<file path="config.mk">
export PLATFORM = sky130hd
export DESIGN_NAME = bvs_mem
export DESIGN_NICKNAME = d
export VERILOG_FILES = /design/src/design/bvs_pkg.sv /design/src/design/bvs_mem.sv
export SDC_FILE = /design/constraint.sdc
export NUM_CORES = 2
export LEC_CHECK = 0
export BUFFER_PORTS_ARGS = -buffer_cell sky130_fd_sc_hd__buf_2
export CAP_MARGIN = 20
export CORE_AREA = 2 2 838 631
export CTS_BUF_LIST = sky130_fd_sc_hd__clkbuf_8
export CTS_CLUSTER_DIAMETER = 150
export DETAILED_ROUTE_END_ITERATION = 16
export DIE_AREA = 0 0 840 633
export MAX_ROUTING_LAYER = met4
export PLACE_DENSITY = 0.46
export SLEW_MARGIN = 20
export SYNTH_ARGS = -nofsm -noshare
export SYNTH_HDL_FRONTEND = slang
export SYNTH_SLANG_ARGS = --single-unit
export TNS_END_PERCENT = 30
</file>
<file path="constraint.sdc">
create_clock -name clk -period 3.4 [get_ports clk]
set_input_delay 0.34 -clock clk [delete_from_list [all_inputs] [get_ports clk]]
set_output_delay 0.34 -clock clk [all_outputs]
set_load 0.03 [all_outputs]
</file>
<file path="src/design/bvs_pkg.sv">
`default_nettype none
// ----------------------------------------------------------------------------
// bvs_pkg
// Shared widths, command and status codes for the bounded vector store.
// ----------------------------------------------------------------------------
package bvs_pkg;

  localparam int WORD_W       = 32;
  localparam int CNT_W        = 8;
  localparam int POS_W        = 7;
  localparam int CMD_W        = 3;
  localparam int ST_W         = 2;
  localparam int IN_TDATA_W   = 48;
  localparam int OUT_TDATA_W  = 48;
  localparam int DEPTH_DEFAULT = 128;

  localparam logic [CNT_W-1:0] LIMIT_RESET = 8'd100;

  typedef enum logic [CMD_W-1:0] {
    CMD_PUSH      = 3'd0,
    CMD_POP       = 3'd1,
    CMD_READ_FIRST = 3'd2,
    CMD_READ_LAST = 3'd3,
    CMD_READ_AT   = 3'd4,
    CMD_WRITE_AT  = 3'd5,
    CMD_ERASE_AT  = 3'd6,
    CMD_CLEAR     = 3'd7
  } cmd_t;

  typedef enum logic [ST_W-1:0] {
    ST_OK     = 2'd0,
    ST_EMPTY  = 2'd1,
    ST_BADPOS = 2'd2,
    ST_FULL   = 2'd3
  } status_t;

endpackage
`default_nettype wire

</file>
<file path="src/design/bvs_mem.sv">
`default_nettype none
// ----------------------------------------------------------------------------
// bvs_mem
// Word store: one write port, one read port with registered read data.
// ----------------------------------------------------------------------------
module bvs_mem
  import bvs_pkg::*;
#(
  parameter int DEPTH = DEPTH_DEFAULT,
  localparam int AW = $clog2(DEPTH)
) (
  input  wire logic              clk,
  input  wire logic              wr_en,
  input  wire logic [AW-1:0]     wr_addr,
  input  wire logic [WORD_W-1:0] wr_data,
  input  wire logic              rd_en,
  input  wire logic [AW-1:0]     rd_addr,
  output logic      [WORD_W-1:0] rd_data
);

  logic [WORD_W-1:0] mem [DEPTH];

  always_ff @(posedge clk) begin
    if (wr_en) begin
      mem[wr_addr] <= wr_data;
    end
  end

  // read data holds while no read is issued
  always_ff @(posedge clk) begin
    if (rd_en) begin
      rd_data <= mem[rd_addr];
    end
  end

endmodule
`default_nettype wire

</file>
==> qor.json <==
{
  "run_status": {
    "run_status": "finished with violations",
    "failed_checks": "antenna violations"
  },
  "clocking": {
    "cts_sinks": 4128,
    "worstSkewPairLatency_ps": 1250,
    "htree_num_levels": 6,
    "cts_tree": "yes",
    "cts_root_buffer": "sky130_fd_sc_hd__clkbuf_8",
    "clk_transition_reported_paths_ps": 60,
    "cts_buffer_depth": 4,
    "cts_inserted_buffers": 648
  },
  "critical_path": {
    "library_cell_contributing_the_largest_single_delay_on_the_critical_path": "sky130_fd_sc_hd__nor2b_1",
    "critical_path.startpoint_type": "input port",
    "slowest_delay_ps": 760,
    "worst_endpoint_data_arrival_time_ps": 4060,
    "crit_top_cell": "sky130_fd_sc_hd__dlygate4sd3_1",
    "ff2ff_setup_slack_ps": 520,
    "critPathKind": "input port to register",
    "crit_chain": "dlygate4sd3_1 -> buf_2 -> nor2b_1 -> nand3_1 -> dlygate4sd3_1 -> buf_4 -> nor3_2 -> dlygate4sd3_1 -> buf_12",
    "cp.required_ps": 4290,
    "cpLargestDelayFamily": "buffers and inverters",
    "worstSetupEndpointType": "register",
    "buf_inv_on_cp": 6,
    "critical_path_peak_fanout": 32
  },
  "yosys": {
    "synth.ff_latch_count": 4128,
    "async_flop_share_pct": 0,
    "ys.flop_type": "sky130_fd_sc_hd__edfxtp_1",
    "synth_common_cells": "4,128 x sky130_fd_sc_hd__edfxtp_1, 1,344 x sky130_fd_sc_hd__mux4_2, 182 x sky130_fd_sc_hd__clkbuf_1",
    "synth_top_cells_by_area": "sky130_fd_sc_hd__edfxtp_1 79%, sky130_fd_sc_hd__mux4_2 19%, sky130_fd_sc_hd__clkbuf_1 0.44%",
    "synth-edff-count": 4128,
    "synth_largest_type_area_fraction_pct": 79.2,
    "synthCells": 5990,
    "yosysMostFrequentCell": "sky130_fd_sc_hd__edfxtp_1",
    "syn_nets": 6039,
    "synth.yosys.warnings": 0,
    "ys_types": 16,
    "syn_area_per_cell_sq_um": 26.1,
    "post_synth_instance_area_sq_um": 157000,
    "proportion_of_synthesized_chip_area_in_sequential_cells_pct": 79.2,
    "synth_area_leader_cell": "sky130_fd_sc_hd__edfxtp_1"
  },
  "route": {
    "wl_mm": 483,
    "antenna_violating_nets_post_route": 1,
    "drt-wirelength-per-cell_um": 33.2,
    "drt_first_iter_violations": 11100,
    "first_pass_iters": 6,
    "vias": 74600,
    "avgViaCountPerCell": 5.13,
    "drc_errors": 0
  },
  "timing": {
    "final.period_utilization_pct": 93.4,
    "max_slew_margin_pct": 27.0,
    "worst_slack_ps": 224,
    "achievable-frequency_mhz": 315,
    "worst_margin_pin_slew_ps": 1100,
    "rsz0062_at_grt": "false",
    "final_clock_skew_ps": 45.6,
    "setup-violations-final": 0,
    "min_cycle_time_layout_ps": 3180,
    "final_max_slew_viol_count": 0,
    "hold_viol": 0,
    "holdWs_ps": 137
  },
  "die": {
    "rows": 230,
    "floorplan.die.height_um": 633,
    "die-area_sq_um": 532000,
    "die_w_um": 840,
    "floorplan.io_pins": 81,
    "core_region_area_sq_um": 523000,
    "effective_utilization_at_floorplan_pct": 30.0
  },
  "flow_run": {
    "maxCapViolCount": 0
  },
  "global_routing": {
    "antenna_violations_before_repair": 102,
    "global_route.overflow_total": 0,
    "grt.total_usage_pct": 18.4,
    "grt_first_pass_wirelength_mm": 653,
    "grt_pass1_vias": 75600,
    "grt_max_degree": 81
  },
  "cells_and_area": {
    "multi_input_comb_area_sq_um": 32300,
    "n_fill_cell": 47900,
    "layout.cell_area.non_filler_sq_um": 185000,
    "seqCellArea_sq_um": 124000,
    "total_number_of_nets_in_the_final_design": 7033,
    "syn_to_final_growth_pct": 18.3,
    "post_route_cells_drive_above_1_share_pct": 38.5,
    "postLayoutCoreUtil_pct": 35.5
  },
  "placed_design": {
    "post-dp-hpwl_mm": 279,
    "pre_cts_ws_ps": -385,
    "globalplace.congestion": 0.775,
    "buffer_ports.inserted": 80,
    "detailed_place.area_sq_um": 173000
  },
  "pwr": {
    "p_leak_nw": 56.9,
    "vdd_drop_max_v": 0.000403,
    "total_chip_power_mw": 102,
    "power.density_cell_area_nw_per_um2": 548
  },
  "min_path": {
    "worstHoldPathType": "input port to register"
  }
}
metrics by stage:
stage                     setup TNS (ps)  instances
final                                  0      14500
after global routing                   0      14500
after CTS                              0      14400
after detailed placement           -4260      13200
after global placement             -4640      13200
after floorplan                   -39360       5990
registers in the layout, indices dropped and copies added (netlist names):
signal   cells
rd_data     32
mem       4096
power by group:
group | switching (mW) | internal (mW)
sequential | 0.141 | 56.3
clock | 20.2 | 18.6
combinational | 3.92 | 2.43
total | 24.3 | 77.3
area by class of cell:
type	instances	share of cell area [%]
flip-flops and latches	4128	66.9
multi-input cells	1546	17.4
clock buffers	651	4.84
well taps	6960	4.70
repair buffers	660	4.60
clock inverters	489	1.37
diodes	112	0.151
path summary, 6_finish.rpt:
check	to	cells after the start	startpoint
worst max-delay path	mem[78][0]	9	wr_addr[3]
worst min-delay path	mem[119][28]	2	wr_data[28]
worst max register to register	rd_data[1]	4	mem[55][1]
worst min register to register	rd_data[20]	4	mem[127][20]
routing by layer:
layer	track usage (%)	share of wire, %	up-vias
met2	26.2	44	3403
met4	3.21	1.5	0
met5	-	0	-
met1	27.6	46	42000
met3	3.74	8.5	554
li1	-	-	28700
cells by family (layout without fill, tap and decap cells):
logic type | Yosys count | in the layout | share of synthesized area (%)
buf+inv | 316 | 1800 | 0.837
flops | 4128 | 4128 | 79.2
mux | 1376 | 1376 | 19.6
other cells | 0 | 112 | 0
simple gates | 170 | 170 | 0.445
placed cells by master (no fill, tap or decap), types with 11 or more instances in the layout:
master                          count
sky130_fd_sc_hd__diode_2          112
sky130_fd_sc_hd__clkinv_1         139
sky130_fd_sc_hd__mux4_2          1344
sky130_fd_sc_hd__nand2_1           11
sky130_fd_sc_hd__buf_4            280
sky130_fd_sc_hd__edfxtp_1        4128
sky130_fd_sc_hd__inv_1            240
sky130_fd_sc_hd__clkinv_2          43
sky130_fd_sc_hd__clkbuf_8         651
sky130_fd_sc_hd__inv_6             14
sky130_fd_sc_hd__inv_8             17
sky130_fd_sc_hd__buf_12           277
sky130_fd_sc_hd__dlygate4sd3_1     56
sky130_fd_sc_hd__clkinvlp_4        11
sky130_fd_sc_hd__mux2_2            32
sky130_fd_sc_hd__buf_2             40
sky130_fd_sc_hd__nor2_4           119
what timing repair did:
item | in CTS | in global routing
hold buffers | 56 | 0
resized for setup | 0 | 0
hold endpoints to repair | 5910 | 0
buffers inserted | 0 | 0
endpoints found under the setup margin | 0 | 0
Power figures use the tool's default switching activity.
