<file path="config.mk">
export PLATFORM = sky130hd
export DESIGN_NAME = bvs_ctrl
export DESIGN_NICKNAME = d
export VERILOG_FILES = /design/src/design/bvs_pkg.sv /design/src/design/bvs_ctrl.sv
export SDC_FILE = /design/constraint.sdc
export NUM_CORES = 1
export LEC_CHECK = 0
export BUFFER_PORTS_ARGS = -buffer_cell sky130_fd_sc_hd__buf_2
export CORE_ASPECT_RATIO = 1.5
export CORE_MARGIN = 2
export CORE_UTILIZATION = 45
export CTS_BUF_LIST = sky130_fd_sc_hd__clkbuf_8
export DETAILED_ROUTE_END_ITERATION = 10
export PLACE_DENSITY = 0.77
export SKIP_CTS_REPAIR_TIMING = 1
export SLEW_MARGIN = 10
export SYNTH_ARGS = -nofsm -noshare
export SYNTH_HDL_FRONTEND = slang
export SYNTH_SLANG_ARGS = --single-unit
</file>
<file path="constraint.sdc">
create_clock -name clk -period 3 [get_ports clk]
set_clock_uncertainty 0.15 [all_clocks]
set_input_delay 0.45 -clock clk [delete_from_list [all_inputs] [get_ports clk]]
set_output_delay 0.45 -clock clk [all_outputs]
set_load 0.01 [all_outputs]
</file>
<file path="src/design/bvs_pkg.sv">
`default_nettype none
// ----------------------------------------------------------------------------
// bvs_pkg
// Shared widths, command and status codes for the bounded vector store.
// ----------------------------------------------------------------------------
package bvs_pkg;

  localparam int WORD_W       = 32;
  localparam int CNT_W        = 8;
  localparam int POS_W        = 7;
  localparam int CMD_W        = 3;
  localparam int ST_W         = 2;
  localparam int IN_TDATA_W   = 48;
  localparam int OUT_TDATA_W  = 48;
  localparam int DEPTH_DEFAULT = 128;

  localparam logic [CNT_W-1:0] LIMIT_RESET = 8'd100;

  typedef enum logic [CMD_W-1:0] {
    CMD_PUSH      = 3'd0,
    CMD_POP       = 3'd1,
    CMD_READ_FIRST = 3'd2,
    CMD_READ_LAST = 3'd3,
    CMD_READ_AT   = 3'd4,
    CMD_WRITE_AT  = 3'd5,
    CMD_ERASE_AT  = 3'd6,
    CMD_CLEAR     = 3'd7
  } cmd_t;

  typedef enum logic [ST_W-1:0] {
    ST_OK     = 2'd0,
    ST_EMPTY  = 2'd1,
    ST_BADPOS = 2'd2,
    ST_FULL   = 2'd3
  } status_t;

endpackage
`default_nettype wire

</file>
<file path="src/design/bvs_ctrl.sv">
`default_nettype none
// ----------------------------------------------------------------------------
// bvs_ctrl
// Command sequencer: decodes a beat, drives the store, shifts on erase and
// holds the result register.
// ----------------------------------------------------------------------------
module bvs_ctrl
  import bvs_pkg::*;
#(
  parameter int DEPTH = DEPTH_DEFAULT,
  localparam int AW = $clog2(DEPTH)
) (
  input  wire logic                   clk,
  input  wire logic                   rst_n,
  input  wire logic                   cfg_valid,
  input  wire logic [CNT_W-1:0]       cfg_data,
  input  wire logic                   in_tvalid,
  output logic                        in_tready,
  input  wire logic [IN_TDATA_W-1:0]  in_tdata,
  output logic                        out_tvalid,
  input  wire logic                   out_tready,
  output logic      [OUT_TDATA_W-1:0] out_tdata,
  output logic                        mem_we,
  output logic      [AW-1:0]          mem_waddr,
  output logic      [WORD_W-1:0]      mem_wdata,
  output logic                        mem_re,
  output logic      [AW-1:0]          mem_raddr,
  input  wire logic [WORD_W-1:0]      mem_rdata
);

  typedef enum logic [1:0] {
    S_IDLE,
    S_ERASE,
    S_RESP
  } state_t;

  state_t                 state_r, state_nxt;
  logic [CNT_W-1:0]       limit_r;
  logic [CNT_W-1:0]       count_r, count_nxt;
  logic [CNT_W-1:0]       idx_r, idx_nxt;
  logic                   use_rd_r, use_rd_nxt;
  status_t                st_r, st_nxt;
  logic                   out_valid_r;
  logic [OUT_TDATA_W-1:0] out_data_r;

  cmd_t              cmd;
  logic [POS_W-1:0]  pos;
  logic [WORD_W-1:0] wval;
  logic [CNT_W-1:0]  pos_ext;
  logic [CNT_W-1:0]  pos_inc;
  logic [CNT_W-1:0]  count_dec;
  logic              accept;
  logic              is_empty;
  logic              is_full;
  logic              bad_pos;
  logic              slot_free;

  assign cmd       = cmd_t'(in_tdata[CMD_W-1:0]);
  assign pos       = in_tdata[CMD_W +: POS_W];
  assign wval      = in_tdata[CMD_W+POS_W +: WORD_W];
  assign pos_ext   = CNT_W'(pos);
  assign pos_inc   = pos_ext + CNT_W'(1);
  assign count_dec = count_r - CNT_W'(1);

  assign in_tready = (state_r == S_IDLE);
  assign accept    = in_tvalid && in_tready;
  assign is_empty  = (count_r == '0);
  assign is_full   = (count_r >= limit_r) || (32'(count_r) >= 32'(DEPTH));
  assign bad_pos   = (pos_ext >= count_r);
  assign slot_free = !out_valid_r || out_tready;

  assign out_tvalid = out_valid_r;
  assign out_tdata  = out_data_r;

  always_comb begin
    state_nxt  = state_r;
    count_nxt  = count_r;
    idx_nxt    = idx_r;
    use_rd_nxt = use_rd_r;
    st_nxt     = st_r;
    mem_we     = 1'b0;
    mem_waddr  = AW'(count_r);
    mem_wdata  = wval;
    mem_re     = 1'b0;
    mem_raddr  = AW'(count_dec);

    case (state_r)
      S_IDLE: begin
        if (accept) begin
          state_nxt  = S_RESP;
          use_rd_nxt = 1'b0;
          st_nxt     = ST_OK;
          case (cmd)
            CMD_PUSH: begin
              if (is_full) begin
                st_nxt = ST_FULL;
              end else begin
                mem_we    = 1'b1;
                count_nxt = count_r + CNT_W'(1);
              end
            end
            CMD_POP: begin
              if (is_empty) begin
                st_nxt = ST_EMPTY;
              end else begin
                mem_re     = 1'b1;
                use_rd_nxt = 1'b1;
                count_nxt  = count_dec;
              end
            end
            CMD_READ_FIRST: begin
              mem_raddr = '0;
              if (is_empty) begin
                st_nxt = ST_EMPTY;
              end else begin
                mem_re     = 1'b1;
                use_rd_nxt = 1'b1;
              end
            end
            CMD_READ_LAST: begin
              if (is_empty) begin
                st_nxt = ST_EMPTY;
              end else begin
                mem_re     = 1'b1;
                use_rd_nxt = 1'b1;
              end
            end
            CMD_READ_AT: begin
              mem_raddr = AW'(pos_ext);
              if (bad_pos) begin
                st_nxt = ST_BADPOS;
              end else begin
                mem_re     = 1'b1;
                use_rd_nxt = 1'b1;
              end
            end
            CMD_WRITE_AT: begin
              mem_waddr = AW'(pos_ext);
              if (bad_pos) begin
                st_nxt = ST_BADPOS;
              end else begin
                mem_we = 1'b1;
              end
            end
            CMD_ERASE_AT: begin
              mem_raddr = AW'(pos_inc);
              if (bad_pos) begin
                st_nxt = ST_BADPOS;
              end else begin
                count_nxt = count_dec;
                idx_nxt   = pos_ext;
                // shift needed unless the last word is erased
                if (pos_inc < count_r) begin
                  mem_re    = 1'b1;
                  state_nxt = S_ERASE;
                end
              end
            end
            CMD_CLEAR: begin
              count_nxt = '0;
            end
            default: begin
              st_nxt = ST_OK;
            end
          endcase
        end
      end
      S_ERASE: begin
        // count_r already holds the count after erase
        mem_we    = 1'b1;
        mem_waddr = AW'(idx_r);
        mem_wdata = mem_rdata;
        mem_raddr = AW'(idx_r + CNT_W'(2));
        if ((idx_r + CNT_W'(1)) < count_r) begin
          mem_re  = 1'b1;
          idx_nxt = idx_r + CNT_W'(1);
        end else begin
          state_nxt = S_RESP;
        end
      end
      S_RESP: begin
        if (slot_free) begin
          state_nxt = S_IDLE;
        end
      end
      default: begin
        state_nxt = S_IDLE;
      end
    endcase
  end

  always_ff @(posedge clk) begin
    if (!rst_n) begin
      state_r     <= S_IDLE;
      limit_r     <= LIMIT_RESET;
      count_r     <= '0;
      out_valid_r <= 1'b0;
      idx_r       <= '0;
      use_rd_r    <= 1'b0;
      st_r        <= ST_OK;
    end else begin
      state_r  <= state_nxt;
      count_r  <= count_nxt;
      idx_r    <= idx_nxt;
      use_rd_r <= use_rd_nxt;
      st_r     <= st_nxt;
      if (cfg_valid) begin
        limit_r <= cfg_data;
      end
      if (out_valid_r && out_tready) begin
        out_valid_r <= 1'b0;
      end
      if (state_r == S_RESP && slot_free) begin
        out_valid_r <= 1'b1;
      end
    end
  end

  // result payload, no reset needed
  always_ff @(posedge clk) begin
    if (state_r == S_RESP && slot_free) begin
      out_data_r <= OUT_TDATA_W'({st_r, count_r,
                                  (use_rd_r ? mem_rdata : {WORD_W{1'b0}})});
    end
  end

endmodule
`default_nettype wire

</file>
==> out/metrics.sh, run 1 <==
WORST_SLACK_ON_HOLD_PATHS_NS=0.184
INSERTED_CLOCK_BUFFERS=9
CRITICAL_PATH.ENDPOINT_TYPE='primary output'
WORST-ENDPOINT-ARRIVAL_NS=2.37
SYNTH.LARGEST_AREA_CELL='edfxtp_1'
SYN-INSTANCE-COUNT=609
FMAX_MHz=337
CLOCK_TREE.ROOT_CELL='clkbuf_8'
DRT_PASS1_ITERATIONS=5
WORST-SETUP-PATH-TYPE='flop to primary output'
ROUTED_VIA_DENSITY=5.59
ROUTE.VIAS.TOTAL=5403
YS_ASYNC_SR_FRACTION_PCT=0
YS_SEQ_AREA_SHARE_PCT=37.0
NUMBER_OF_CELL_ROWS=47
WORST-PATH-MAX-FANOUT=5
POWER.DENSITY_CELL_AREA_nW_PER_UM2=380
HOLD_PATH.STARTPOINT='cfg_data[2]'
MAXIMUM_NUMBER_OF_PINS_ON_ONE_NET_BEFORE_GLOBAL_ROUTE_REPAIR=43
TIMING_MAX_TRANSITION_VIOLATIONS_FINAL=0
GRT_PASS1_WL_UM=25700
CRITICAL_REGISTER_TO_REGISTER_PATH_STARTPOINT='idx_r[1]'
INITIAL_CORE_UTIL_PCT=45.8
CLK_PIN_SLEW_WORST_PATHS_NS=0.07
TOT_PWR_mW=2.57
NUMPLACEDINSTANCES=942
DRC=0
MIN_PERIOD_NS=2.97
LEAKAGE_POWER_OF_THE_DESIGN_nW=3.11
INTERNAL_POWER_mW=1.77
STARTPOINT='idx_r[1]'
FINAL.PERIOD_UTILIZATION_PCT=98.9
RUN_STATUS='finished clean'
YS_SEQ_ELEMENTS=72
SYN_AVG_CELL_AREA_UM2=8.27
DIE_Y_UM=134
SYNTH.DISTINCT_CELLS=62
FINAL_NET_COUNT=943
MAPPEDNETLISTAREA_UM2=5040
YOSYS_SYNTHESIS_WARNING_COUNT=0
BUFFER_PORTS.INSERTED=178
SWITCHING_POWER_mW=0.795
CLOCK_TREE.HTREE_LEVEL_COUNT=3
MIN_PATH_TYPE='primary input to flop'
CLK_PATH_BUF_DEPTH=2
NUMBER_OF_SETUP_VIOLATIONS_IN_THE_FINAL_REPORT=0
SYNTH_FF_TYPE='edfxtp_1'
SHARE_CLK_OF_TOTAL_POWER_PCT=29.0
FINAL_CRITICAL_PATH_SETUP_SLACK_NS=0.0325
RSZ0062_AT_GRT='yes'
LAYOUT.CELL_AREA.NON_FILLER_UM2=6760
FINALHOLDVIOLATIONS=0
FINAL-INSTANCE-COUNT-EXCL-FILL=967
PLACEDINSTANCEAREA_UM2=6300
GRT_PASS1_VIAS=5158
GLOBAL_ROUTE.OVERFLOW_TOTAL=0
ROUTED_WIRE_LENGTH_PER_INSTANCE_UM=17.4
VDD.IR_DROP.WORST_mV=0.172
PLACE.GP.CONGESTION=0.956
POWER.SWITCHING_FRACTION_PCT=31.0
CLK_LATENCY_NS=0.35
PLACEMENT.SETUP.WORST_SLACK_NS=-0.230
INITIAL_ANTENNA_VIOLATION_COUNT=1
MULTI_INPUT_COMB_AREA_UM2=3100
FLOW.AREA_GROWTH_FROM_SYNTHESIS_PCT=34.1
COMB_POWER_SHARE_PCT=27.5
SHARE_OF_TOTAL_POWER_IN_SEQUENTIAL_CELLS_PCT=43.5
AREA.SEQUENTIAL_UM2=1880
SYNTHDOMINANTCELLAREASHARE_PCT=25.0
POSTROUTEWIRELENGTH_UM=16900
WORST-ENDPOINT-REQUIRED_NS=2.40
SYNTH-EDFF-COUNT=42
SLEW-LIMIT-HEADROOM_PCT=40.7
CORE-AREA_UM2=11000
FILLER_CELL_COUNT=954
ANT_NETS=0
DRV.MAX_CAP_VIOLATION_COUNT=0
FIRST_ITER_VIOLATIONS=420
GR-USAGE-ALL-LAYERS_PCT=26.6
DIE_W_UM=90.4
POST_ROUTE_CELLS_DRIVE_ABOVE_1_SHARE_PCT=35.3
WORST_SLEW_PIN_SLEW_NS=0.889
RRSETUPSLACK_NS=0.16
TIMING.CRITICAL_PATH.FROM_TYPE='flop'
PIN_COUNT=191
DPL.HPWL_UM=12800
SYNTH.TOP_CELLS.BY_AREA='edfxtp_1, dfxtp_1, nand2_1, ha_1, and2_1'
CLKSINKCOUNT=72
DIE-AREA_UM2=12100
CTS_TREE='yes'
[worst max-delay path, stage by stage, from the launching register on]
cell	delay, ns
dfxtp_4	0.39
ha_4	0.17
nand4_1	0.14
xnor2_2	0.18
ha_1	0.34
o211ai_1	0.13
nor3_2	0.21
a21oi_2	0.11
a31o_2	0.23
buf_6	0.12
[cell usage in the layout (no fill, tap or decap), drive strengths merged, types with 3 or more instances in the layout]
| cell type | count |
|---|---|
| nor2 | 40 |
| o32ai | 4 |
| mux2 | 4 |
| inv | 26 |
| and2 | 36 |
| nand2b | 6 |
| a211oi | 6 |
| edfxtp | 42 |
| buf | 232 |
| a31oi | 9 |
| conb | 6 |
| clkinv | 5 |
| nor3 | 14 |
| o22ai | 6 |
| nand4 | 5 |
| ha | 36 |
| a21oi | 36 |
| dfxtp | 30 |
| o21ai | 16 |
| clkbuf | 9 |
| nand3 | 22 |
| and3 | 4 |
| nor4 | 3 |
| nand2 | 127 |
| mux2i | 9 |
| o31ai | 3 |
| o211ai | 8 |
| xor2 | 10 |
| xnor2 | 16 |
| o22a | 8 |
| nor2b | 8 |
[logic make-up (layout without fill, tap and decap cells)]
| logic type | Yosys count | count (layout) | synth area share (%) |
|---|---|---|---|
| AND/OR/NAND/NOR | 271 | 271 | 24.8 |
| AO/OA/AOI/OAI | 121 | 121 | 16.3 |
| flip-flops | 72 | 72 | 37.0 |
| buffers and inverters | 69 | 274 | 5.74 |
| adder cells (fa/ha/maj) | 36 | 36 | 8.94 |
| XOR/XNOR | 26 | 26 | 4.52 |
| multiplexers | 13 | 13 | 2.68 |
| other | 1 | 7 | 0.0745 |
[routing by layer]
layer  global-route usage [%]  vias up  share of wire, %
met5                        0        -                 0
met4                     15.3        0               4.2
met3                     4.36       54               6.7
met2                     48.5      272                52
met1                     28.9     2535                37
li1                         -     2542                 -
[final cells by class]
type	instances	share of cell area (%)
clock buffers	9	1.83
diodes	1	0.0370
repair buffers	232	19.3
clock inverters	7	0.945
well taps	147	2.72
multi-input cells	473	45.9
inverters	26	1.44
flip-flops and latches	72	27.9
[power groups by stage]
stage	sequential (mW)	combinational, mW	clock, mW
3_3_place_gp	1.14	0.641	0
5_1_grt	1.12	0.761	0.800
4_1_cts	1.12	0.664	0.762
6_report	1.12	0.706	0.746
3_5_place_dp	1.14	0.660	0
2_1_floorplan	1.16	0.357	0
[stage by stage]
stage                     TNS [ns]  utilization [%]
after floorplan                  0                -
after global placement     -0.0676             57.3
after detailed placement    -0.520             57.3
after CTS                   -0.283             59.0
after global routing       -0.0146             61.4
final                            0             61.4
[synth_stat cells (4+ instances only)]
cell / count
edfxtp_1: 42
dfxtp_1: 30
inv_1: 25
nor3_1: 13
o22a_1: 8
o32ai_1: 4
xor2_1: 10
and2_1: 36
ha_1: 36
clkbuf_1: 28
o211ai_1: 7
nand3_1: 22
and3_1: 4
o22ai_1: 6
a21oi_1: 35
nand4_1: 5
nand2b_1: 6
a31oi_1: 9
xnor2_1: 16
buf_4: 6
nor2_1: 39
nor2b_1: 8
buf_2: 6
mux2i_1: 9
o21ai_0: 16
a211oi_1: 6
nand2_1: 127
[final timing paths]
path	endpoint	cells past startpoint
max reg2reg	idx_r[5]	12
min	limit_r[2]	3
max	mem_re	9
min reg2reg	out_tdata[40]	0
[state kept, by name, indices dropped and copies added (netlist names)]
name and cells:
count_r 8, idx_r 8, limit_r 8, out_tdata 42, out_tvalid 1, st_r 2, state_r 2, use_rd_r 1
(Power assumes the default switching activity.)
==> inputs of run 2 (changes only) <==
ABC_AREA = 1   (was default)
==> run 2 against run 1 <==
Critical path type is now primary input to primary output; largest power group is now combinational logic; sequential share of layout area up 0.54 points; via count is 0.46% higher; fmax increased by 0.77%; wire length fell by 13%; count of clock-buffer cells in the layout did not move.
==> out/metrics.sh, run 2 <==
DPL.HPWL_UM=11700  # was 12,800 µm
SYNTH.LARGEST_AREA_CELL='edfxtp_1'  # unchanged
FLIP_FLOP_COUNT_OF_THE_LARGEST_REGISTER_ALL_COPIES_AND_WORDS_ADDED=42  # unchanged
INITIAL_ANTENNA_VIOLATION_COUNT=0  # was 1
FILLER_CELL_COUNT=1126  # was 954
ANTENNA_CELLS_INSERTED=0  # was 1
NUMPLACEDINSTANCES=1074  # was 942
SLEW-LIMIT-HEADROOM_PCT=57.9  # was 40.7%
BUFFER_PORTS.INSERTED=178  # unchanged
YS_ASYNC_SR_FRACTION_PCT=0  # unchanged
YS_SEQ_ELEMENTS=72  # unchanged
PIN_COUNT=191  # unchanged
DIE_Y_UM=135  # was 134 µm
SYNTH.DISTINCT_CELLS=42  # was 62
FLOW.AREA_GROWTH_FROM_SYNTHESIS_PCT=26.9  # was 34.1%
DIE-AREA_UM2=12400  # was 12,100 µm²
FINAL-INSTANCE-COUNT-EXCL-FILL=1093  # was 967
CTS_TREE='yes'  # unchanged
CRITICAL_PATH.TOP_DELAY_FAMILY='simple AND/OR/NAND/NOR gates'  # was adder cells
CP_SLOWEST_CELL='ha_1'  # was dfxtp_4
PATH_CELLS='buf_2, ha_1, nand2_1, nor2_1, nand2_1, xor2_2, ha_1, nand2_1, o21a_1, nand2_1, nor2_2, o21ai_1, nand2_1, buf_2'  # was ha_4, nand4_1, xnor2_2, ha_1, o211ai_1, nor3_2, a21oi_2, a31o_2, buf_6
DIE_W_UM=91.7  # was 90.4 µm
FINALHOLDVIOLATIONS=0  # unchanged
TOTAL_BUFFERS_AND_INVERTERS_TRAVERSED_BY_THE_CRITICAL_PATH=2  # was 1
MAXIMUM_NUMBER_OF_PINS_ON_ONE_NET_BEFORE_GLOBAL_ROUTE_REPAIR=33  # was 43
ROUTED_WIRE_LENGTH_PER_INSTANCE_UM=13.4  # was 17.4 µm
GLOBAL_ROUTE.OVERFLOW_TOTAL=0  # unchanged
WORST-ENDPOINT-REQUIRED_NS=2.40  # about the same
MET3_GRT_UTIL_PCT=4.79  # was 4.36%
GRT_PASS1_VIAS=4843  # was 5,158
GLOBALROUTEMET1UTIL_PCT=24.3  # was 28.9%
NUMBER_OF_SETUP_VIOLATIONS_IN_THE_FINAL_REPORT=0  # unchanged
FINAL_NET_COUNT=1067  # was 943
HOLD_PATH.STARTPOINT='cfg_data[5]'  # was cfg_data[2]
VDD.IR_DROP.WORST_mV=0.286  # was 0.172 mV
CLK_LATENCY_NS=0.35  # about the same
FINAL_UTIL_PCT=58.0  # was 61.4%
LAYOUT.CELLS.MOST_COMMON='nand2_1'  # was buf_2
SYNTHDOMINANTCELLAREASHARE_PCT=24.3  # was 25.0%
NUMBER_OF_CELL_ROWS=48  # was 47
WORST-PATH-MAX-FANOUT=8  # was 5
CRITICAL_REGISTER_TO_REGISTER_PATH_STARTPOINT='idx_r[1]'  # unchanged
WORST_PATH_LARGEST_CELL_DELAY_NS=0.28  # was 0.39 ns
TIMING.CRITICAL_PATH.FROM_TYPE='primary input'  # was flop
PLACE.GP.CONGESTION=0.991  # was 0.956
STARTPOINT='in_tdata[3]'  # was idx_r[1]
WORST-ENDPOINT-ARRIVAL_NS=2.34  # was 2.37 ns
GRT_PASS1_WL_UM=22600  # was 25,700 µm
POST_ROUTE_CELLS_DRIVE_ABOVE_1_SHARE_PCT=26.1  # was 35.3%
TOT_PWR_mW=3.87  # was 2.57 mW
MIN_PATH_TYPE='primary input to flop'  # unchanged
CLK_PATH_BUF_DEPTH=2  # unchanged
SYNTH.MOST_COMMON_CELL='nand2_1'  # unchanged
GRT_PEAK_USE_LAYER='met2'  # unchanged
CLKSINKCOUNT=72  # unchanged
FIRST_ITER_VIOLATIONS=236  # was 420
DRT_PASS1_ITERATIONS=5  # unchanged
GR-USAGE-ALL-LAYERS_PCT=23.0  # was 26.6%
ROUTE.VIAS.TOTAL=5428  # was 5,403
CRITICAL_PATH.ENDPOINT_TYPE='primary output'  # unchanged
DRV.MAX_CAP_VIOLATION_COUNT=0  # unchanged
POWER.DENSITY_CELL_AREA_nW_PER_UM2=589  # was 380 nW/µm²
TIMING_MAX_TRANSITION_VIOLATIONS_FINAL=0  # unchanged
INSERTED_CLOCK_BUFFERS=9  # unchanged
POSTROUTEWIRELENGTH_UM=14600  # was 16,900 µm
CRITPATHMOSTFREQUENTCELL='nand2_1'
FMAX_MHz=340  # was 337 MHz
YS_SEQ_AREA_SHARE_PCT=35.9  # was 37.0%
DRC=0  # unchanged
NETLIST_TOP_CELLS_COUNT='nand2_1, inv_1, nor2_1'  # was nand2_1, edfxtp_1, nor2_1
INITIAL_CORE_UTIL_PCT=45.7  # was 45.8%
FINAL.PERIOD_UTILIZATION_PCT=98.2  # was 98.9%
WORST_SLEW_PIN_SLEW_NS=0.630  # was 0.889 ns
WORST-SETUP-PATH-TYPE='primary input to primary output'  # was flop to primary output
SYNTH-EDFF-COUNT=42  # unchanged
SYNTH_FF_TYPE='edfxtp_1'  # unchanged
CORE-AREA_UM2=11400  # was 11,000 µm²
ANT_NETS=0  # unchanged
SYN_AVG_CELL_AREA_UM2=6.91  # was 8.27 µm²
CLOCK_TREE.HTREE_LEVEL_COUNT=3  # unchanged
CLK_PIN_SLEW_WORST_PATHS_NS=0.08  # was 0.07 ns
YOSYS_SYNTHESIS_WARNING_COUNT=0  # unchanged
RSZ0062_AT_GRT='yes'  # unchanged
SYNTH.TOP_CELLS.BY_AREA='edfxtp_1, nand2_1, dfxtp_1, ha_1, inv_1'  # was edfxtp_1, dfxtp_1, nand2_1, ha_1, and2_1
RUN_STATUS='finished clean'  # unchanged
GROUTE.LAYER.MET2.USAGE_PCT=42.4  # was 48.5%
MIN_PERIOD_NS=2.94  # was 2.97 ns
MOST-COMMON-LAYOUT-CELLS='nand2_1, buf_2, inv_1, nor2_1, edfxtp_1'  # was buf_2, nand2_1, buf_4, edfxtp_1
MAPPEDNETLISTAREA_UM2=5190  # was 5040 µm²
CLOCK_TREE.ROOT_CELL='clkbuf_8'  # unchanged
LEAKAGE_POWER_OF_THE_DESIGN_nW=3.57  # was 3.11 nW
ROUTED_VIA_DENSITY=4.97  # was 5.59
SYN-INSTANCE-COUNT=751  # was 609
## run 2: logic make-up after synthesis
group           share of synthesized area (%)
fa+ha+maj                                8.69
compound gates                           10.9
simple gates                             32.0
mux                                     0.386
buf+inv                                  10.1
flops                                    35.9
xor+xnor                                 2.03
other cells                            0.0723
## run 2: final timing paths
path,slack [ns],depth (start not counted),to
setup / recovery,0.06,14,mem_re
hold / removal,0.15,3,limit_r[5]
setup reg to reg,0.35,14,idx_r[6]
hold reg to reg,0.29,0,out_tdata[40]
## run 2: metrics by stage
step | setup TNS [ns] | instance area [µm²] | hold WS [ns] | setup slack [ns]
2_1_floorplan | 0 | 5200 | 0.259 | 0.0791
3_3_place_gp | 0 | 6280 | 0.273 | 0.0821
3_5_place_dp | 0 | 6280 | 0.276 | 0.0356
4_1_cts | -0.190 | 6500 | 0.145 | -0.190
5_1_grt | -0.102 | 6580 | 0.159 | -0.102
6_report | 0 | 6580 | 0.154 | 0.0550
## run 2: tightest hold or removal path: stages
cell	delay [ns]
buf_2	0.07
a21oi_1	0.05
o21ai_0	0.06
## run 2: power by group
group | internal, mW | total, mW | switching (mW)
Combinational | 0.627 | 1.72 | 1.09
Clock | 0.470 | 0.853 | 0.383
Sequential | 1.24 | 1.30 | 0.0660
Total | 2.33 | 3.87 | 1.54
## run 2: routing by layer
| layer | share of wire, % | routed length (µm) |
|---|---|---|
| met5 | 0 | 0 |
| met4 | 4.2 | 609 |
| met3 | 7.4 | 1090 |
| met2 | 51 | 7530 |
| met1 | 37 | 5400 |
## run 2: area by class of cell
type | count | area [µm²] | area share [%]
clock inverters | 7 | 93.8 | 1.43
clock buffers | 9 | 124 | 1.88
well taps | 150 | 188 | 2.85
flip-flops and latches | 72 | 1870 | 28.4
multi-input cells | 556 | 2880 | 43.8
repair buffers | 199 | 1050 | 15.9
inverters | 100 | 377 | 5.72
==> inputs of run 3 (changes only) <==
PLACE_DENSITY = 0.74   (was 0.77)
SLEW_MARGIN = 0   (was 10)
clock period = 3.1 ns   (was 3 ns; I/O delays follow)
==> run 3 against run 2 <==
Wire length rose by 3.8%; via count grew 0.98%; clock power down 11%; highest routed layer unchanged; sequential share of layout area down 0.14 points; design area increased by 0.42%; combinational power fell by 3%; first-iteration DRC count decreased by 24%; largest power group unchanged; total power down 4.2%; register-to-register slack lost 0.03 ns; utilization up 0.24 points; critical path depth fell by 3; cell count up 0.46%.
==> out/metrics.sh, run 3 (synthesis gave the netlist of run 2 again) <==
GRT_PASS1_WL_UM=23200  # was 22,600 µm
CLK_PATH_BUF_DEPTH=2  # unchanged
MAXIMUM_NUMBER_OF_PINS_ON_ONE_NET_BEFORE_GLOBAL_ROUTE_REPAIR=43  # was 33
BUFFER_PORTS.INSERTED=178  # unchanged
ROUTED_WIRE_LENGTH_PER_INSTANCE_UM=13.8  # was 13.4 µm
POST_ROUTE_CELLS_DRIVE_ABOVE_1_SHARE_PCT=26.4  # was 26.1%
GR-USAGE-ALL-LAYERS_PCT=23.6  # was 23.0%
ROUTE.VIAS.TOTAL=5481  # was 5,428
FINALHOLDVIOLATIONS=0  # unchanged
CORE-AREA_UM2=11400  # unchanged
MIN_PATH_TYPE='primary input to flop'  # unchanged
CTS_TREE='yes'  # unchanged
TIMING_MAX_TRANSITION_VIOLATIONS_FINAL=0  # unchanged
INITIAL_CORE_UTIL_PCT=45.7  # unchanged
CP_SLOWEST_CELL='dfxtp_4'  # was ha_1
GRT_PASS1_VIAS=4959  # was 4,843
HOLD_PATH.STARTPOINT='cfg_data[2]'  # was cfg_data[5]
PLACEMENT.SETUP.WORST_SLACK_NS=0.0942  # was 0.0356 ns
AREA.SEQUENTIAL_UM2=1870  # about the same
DIE-AREA_UM2=12400  # unchanged
PLACEDINSTANCEAREA_UM2=6280  # unchanged
DRC=0  # unchanged
INITIAL_ANTENNA_VIOLATION_COUNT=0  # unchanged
ANT_NETS=0  # unchanged
FIRST_ITER_VIOLATIONS=179  # was 236
CLKSINKCOUNT=72  # unchanged
CLOCK_TREE.ROOT_CELL='clkbuf_8'  # unchanged
DRT_PASS1_ITERATIONS=5  # unchanged
WORST_PATH_LARGEST_CELL_DELAY_NS=0.38  # was 0.28 ns
FINAL_CRITICAL_PATH_SETUP_SLACK_NS=0.111  # was 0.0550 ns
DRV.MAX_CAP_VIOLATION_COUNT=0  # unchanged
STARTPOINT='idx_r[1]'  # was in_tdata[3]
MULTI_INPUT_COMB_AREA_UM2=2880  # about the same
CRITICAL_REGISTER_TO_REGISTER_PATH_STARTPOINT='idx_r[1]'  # unchanged
FLIP_FLOP_COUNT_OF_THE_LARGEST_REGISTER_ALL_COPIES_AND_WORDS_ADDED=42  # unchanged
DIE_W_UM=91.7  # unchanged
POWER.DENSITY_CELL_AREA_nW_PER_UM2=562  # was 589 nW/µm²
LAYOUT.CELLS.MOST_COMMON='nand2_1'  # unchanged
LAYOUT.CELL_AREA.NON_FILLER_UM2=6610  # was 6580 µm²
FILLER_CELL_COUNT=1121  # was 1,126
ROUTED_VIA_DENSITY=4.99  # was 4.97
GLOBAL_ROUTE.OVERFLOW_TOTAL=0  # unchanged
CLK_LATENCY_NS=0.35  # about the same
NUMBER_OF_CELL_ROWS=48  # unchanged
WORST_SLEW_PIN_SLEW_NS=1.10  # was 0.630 ns
SETUP-TNS-FINAL_NS=0  # unchanged
FLOW.AREA_GROWTH_FROM_SYNTHESIS_PCT=27.5  # was 26.9%
SLEW-LIMIT-HEADROOM_PCT=26.6  # was 57.9%
PATH_CELLS='ha_2, nand3_2, nor3_2, xor2_1, ha_1, nand3_1, nand4_1, a21oi_2, nand2_2, nand2_1, buf_2'  # was buf_2, ha_1, nand2_1, nor2_1, nand2_1, xor2_2, ha_1, nand2_1, o21a_1, nand2_1, nor2_2, o21ai_1, nand2_1, buf_2
CRITICAL_PATH.ENDPOINT_TYPE='primary output'  # unchanged
POSTROUTEWIRELENGTH_UM=15200  # was 14,600 µm
MIN_PERIOD_NS=2.99
DIE_Y_UM=135  # unchanged
NUMBER_OF_SETUP_VIOLATIONS_IN_THE_FINAL_REPORT=0  # unchanged
WORST-ENDPOINT-ARRIVAL_NS=2.37  # was 2.34 ns
FMAX_MHz=335
FINAL_UTIL_PCT=58.2  # was 58.0%
DPL.HPWL_UM=11900  # was 11,700 µm
VDD.IR_DROP.WORST_mV=0.281  # was 0.286 mV
INSERTED_CLOCK_BUFFERS=9  # unchanged
FINAL.PERIOD_UTILIZATION_PCT=96.4
WORST_SLACK_ON_HOLD_PATHS_NS=0.185  # was 0.154 ns
WORST-ENDPOINT-REQUIRED_NS=2.48  # was 2.40 ns
CLK_PIN_SLEW_WORST_PATHS_NS=0.09  # was 0.08 ns
WORST-SETUP-PATH-TYPE='flop to primary output'  # was primary input to primary output
ANTENNA_CELLS_INSERTED=0  # unchanged
PIN_COUNT=191  # unchanged
LEAKAGE_POWER_OF_THE_DESIGN_nW=3.58  # was 3.57 nW
PLACE.GP.CONGESTION=0.957  # was 0.991
CLOCK_TREE.HTREE_LEVEL_COUNT=3  # unchanged
RUN_STATUS='finished clean'  # unchanged
FINAL_NET_COUNT=1072  # was 1,067
MOST-COMMON-LAYOUT-CELLS='nand2_1, buf_2, inv_1, nor2_1, edfxtp_1'  # unchanged
WORST-PATH-MAX-FANOUT=4  # was 8
TIMING.CRITICAL_PATH.FROM_TYPE='flop'  # was primary input
## run 3: area by class of cell
type	instances	area share [%]
Clock inverter	6	1.02
Inverter	100	5.75
Sequential cell	72	28.3
Clock buffer	10	2.08
Tap cell	150	2.84
Multi-Input combinational cell	556	43.6
Timing Repair Buffer	204	16.5
## run 3: worst max-delay path, delay by kind of cell (launching register included)
family / cells / cell delay, ns
AO/OA/AOI/OAI: 1 / 0.15
XOR/XNOR: 1 / 0.21
adder cells (fa/ha/maj): 2 / 0.48
buffers and inverters: 1 / 0.14
flip-flops: 1 / 0.38
AND/OR/NAND/NOR: 6 / 0.66
## run 3: path summary, 6_finish.rpt
kind / endpoint / slack (ns) / cells after the start
worst min-delay path: limit_r[2] / 0.19 / 3
worst max register to register: idx_r[4] / 0.32 / 14
worst max-delay path: mem_re / 0.11 / 11
worst min register to register: out_tdata[41] / 0.29 / 0
## run 3: metrics by stage
step | std cells | power [mW]
after floorplan | 756 | 2.33
after global placement | 1074 | 2.89
after detailed placement | 1074 | 2.92
after CTS | 1090 | 3.70
after global routing | 1098 | 3.97
final | 1098 | 3.71
## run 3: metal layers
metal | GRT usage, % | share of wire [%] | wire length, µm
met2 | 42.0 | 50 | 7660
met4 | 16.1 | 5.9 | 891
met5 | 0 | 0 | 0
met3 | 4.12 | 6.8 | 1040
met1 | 25.2 | 37 | 5600
## run 3: report_power, final
| part | leakage, nW | switching [mW] | internal, mW |
|---|---|---|---|
| clock | 0.101 | 0.367 | 0.396 |
| combinational | 2.83 | 1.05 | 0.615 |
| sequential | 0.650 | 0.0879 | 1.20 |
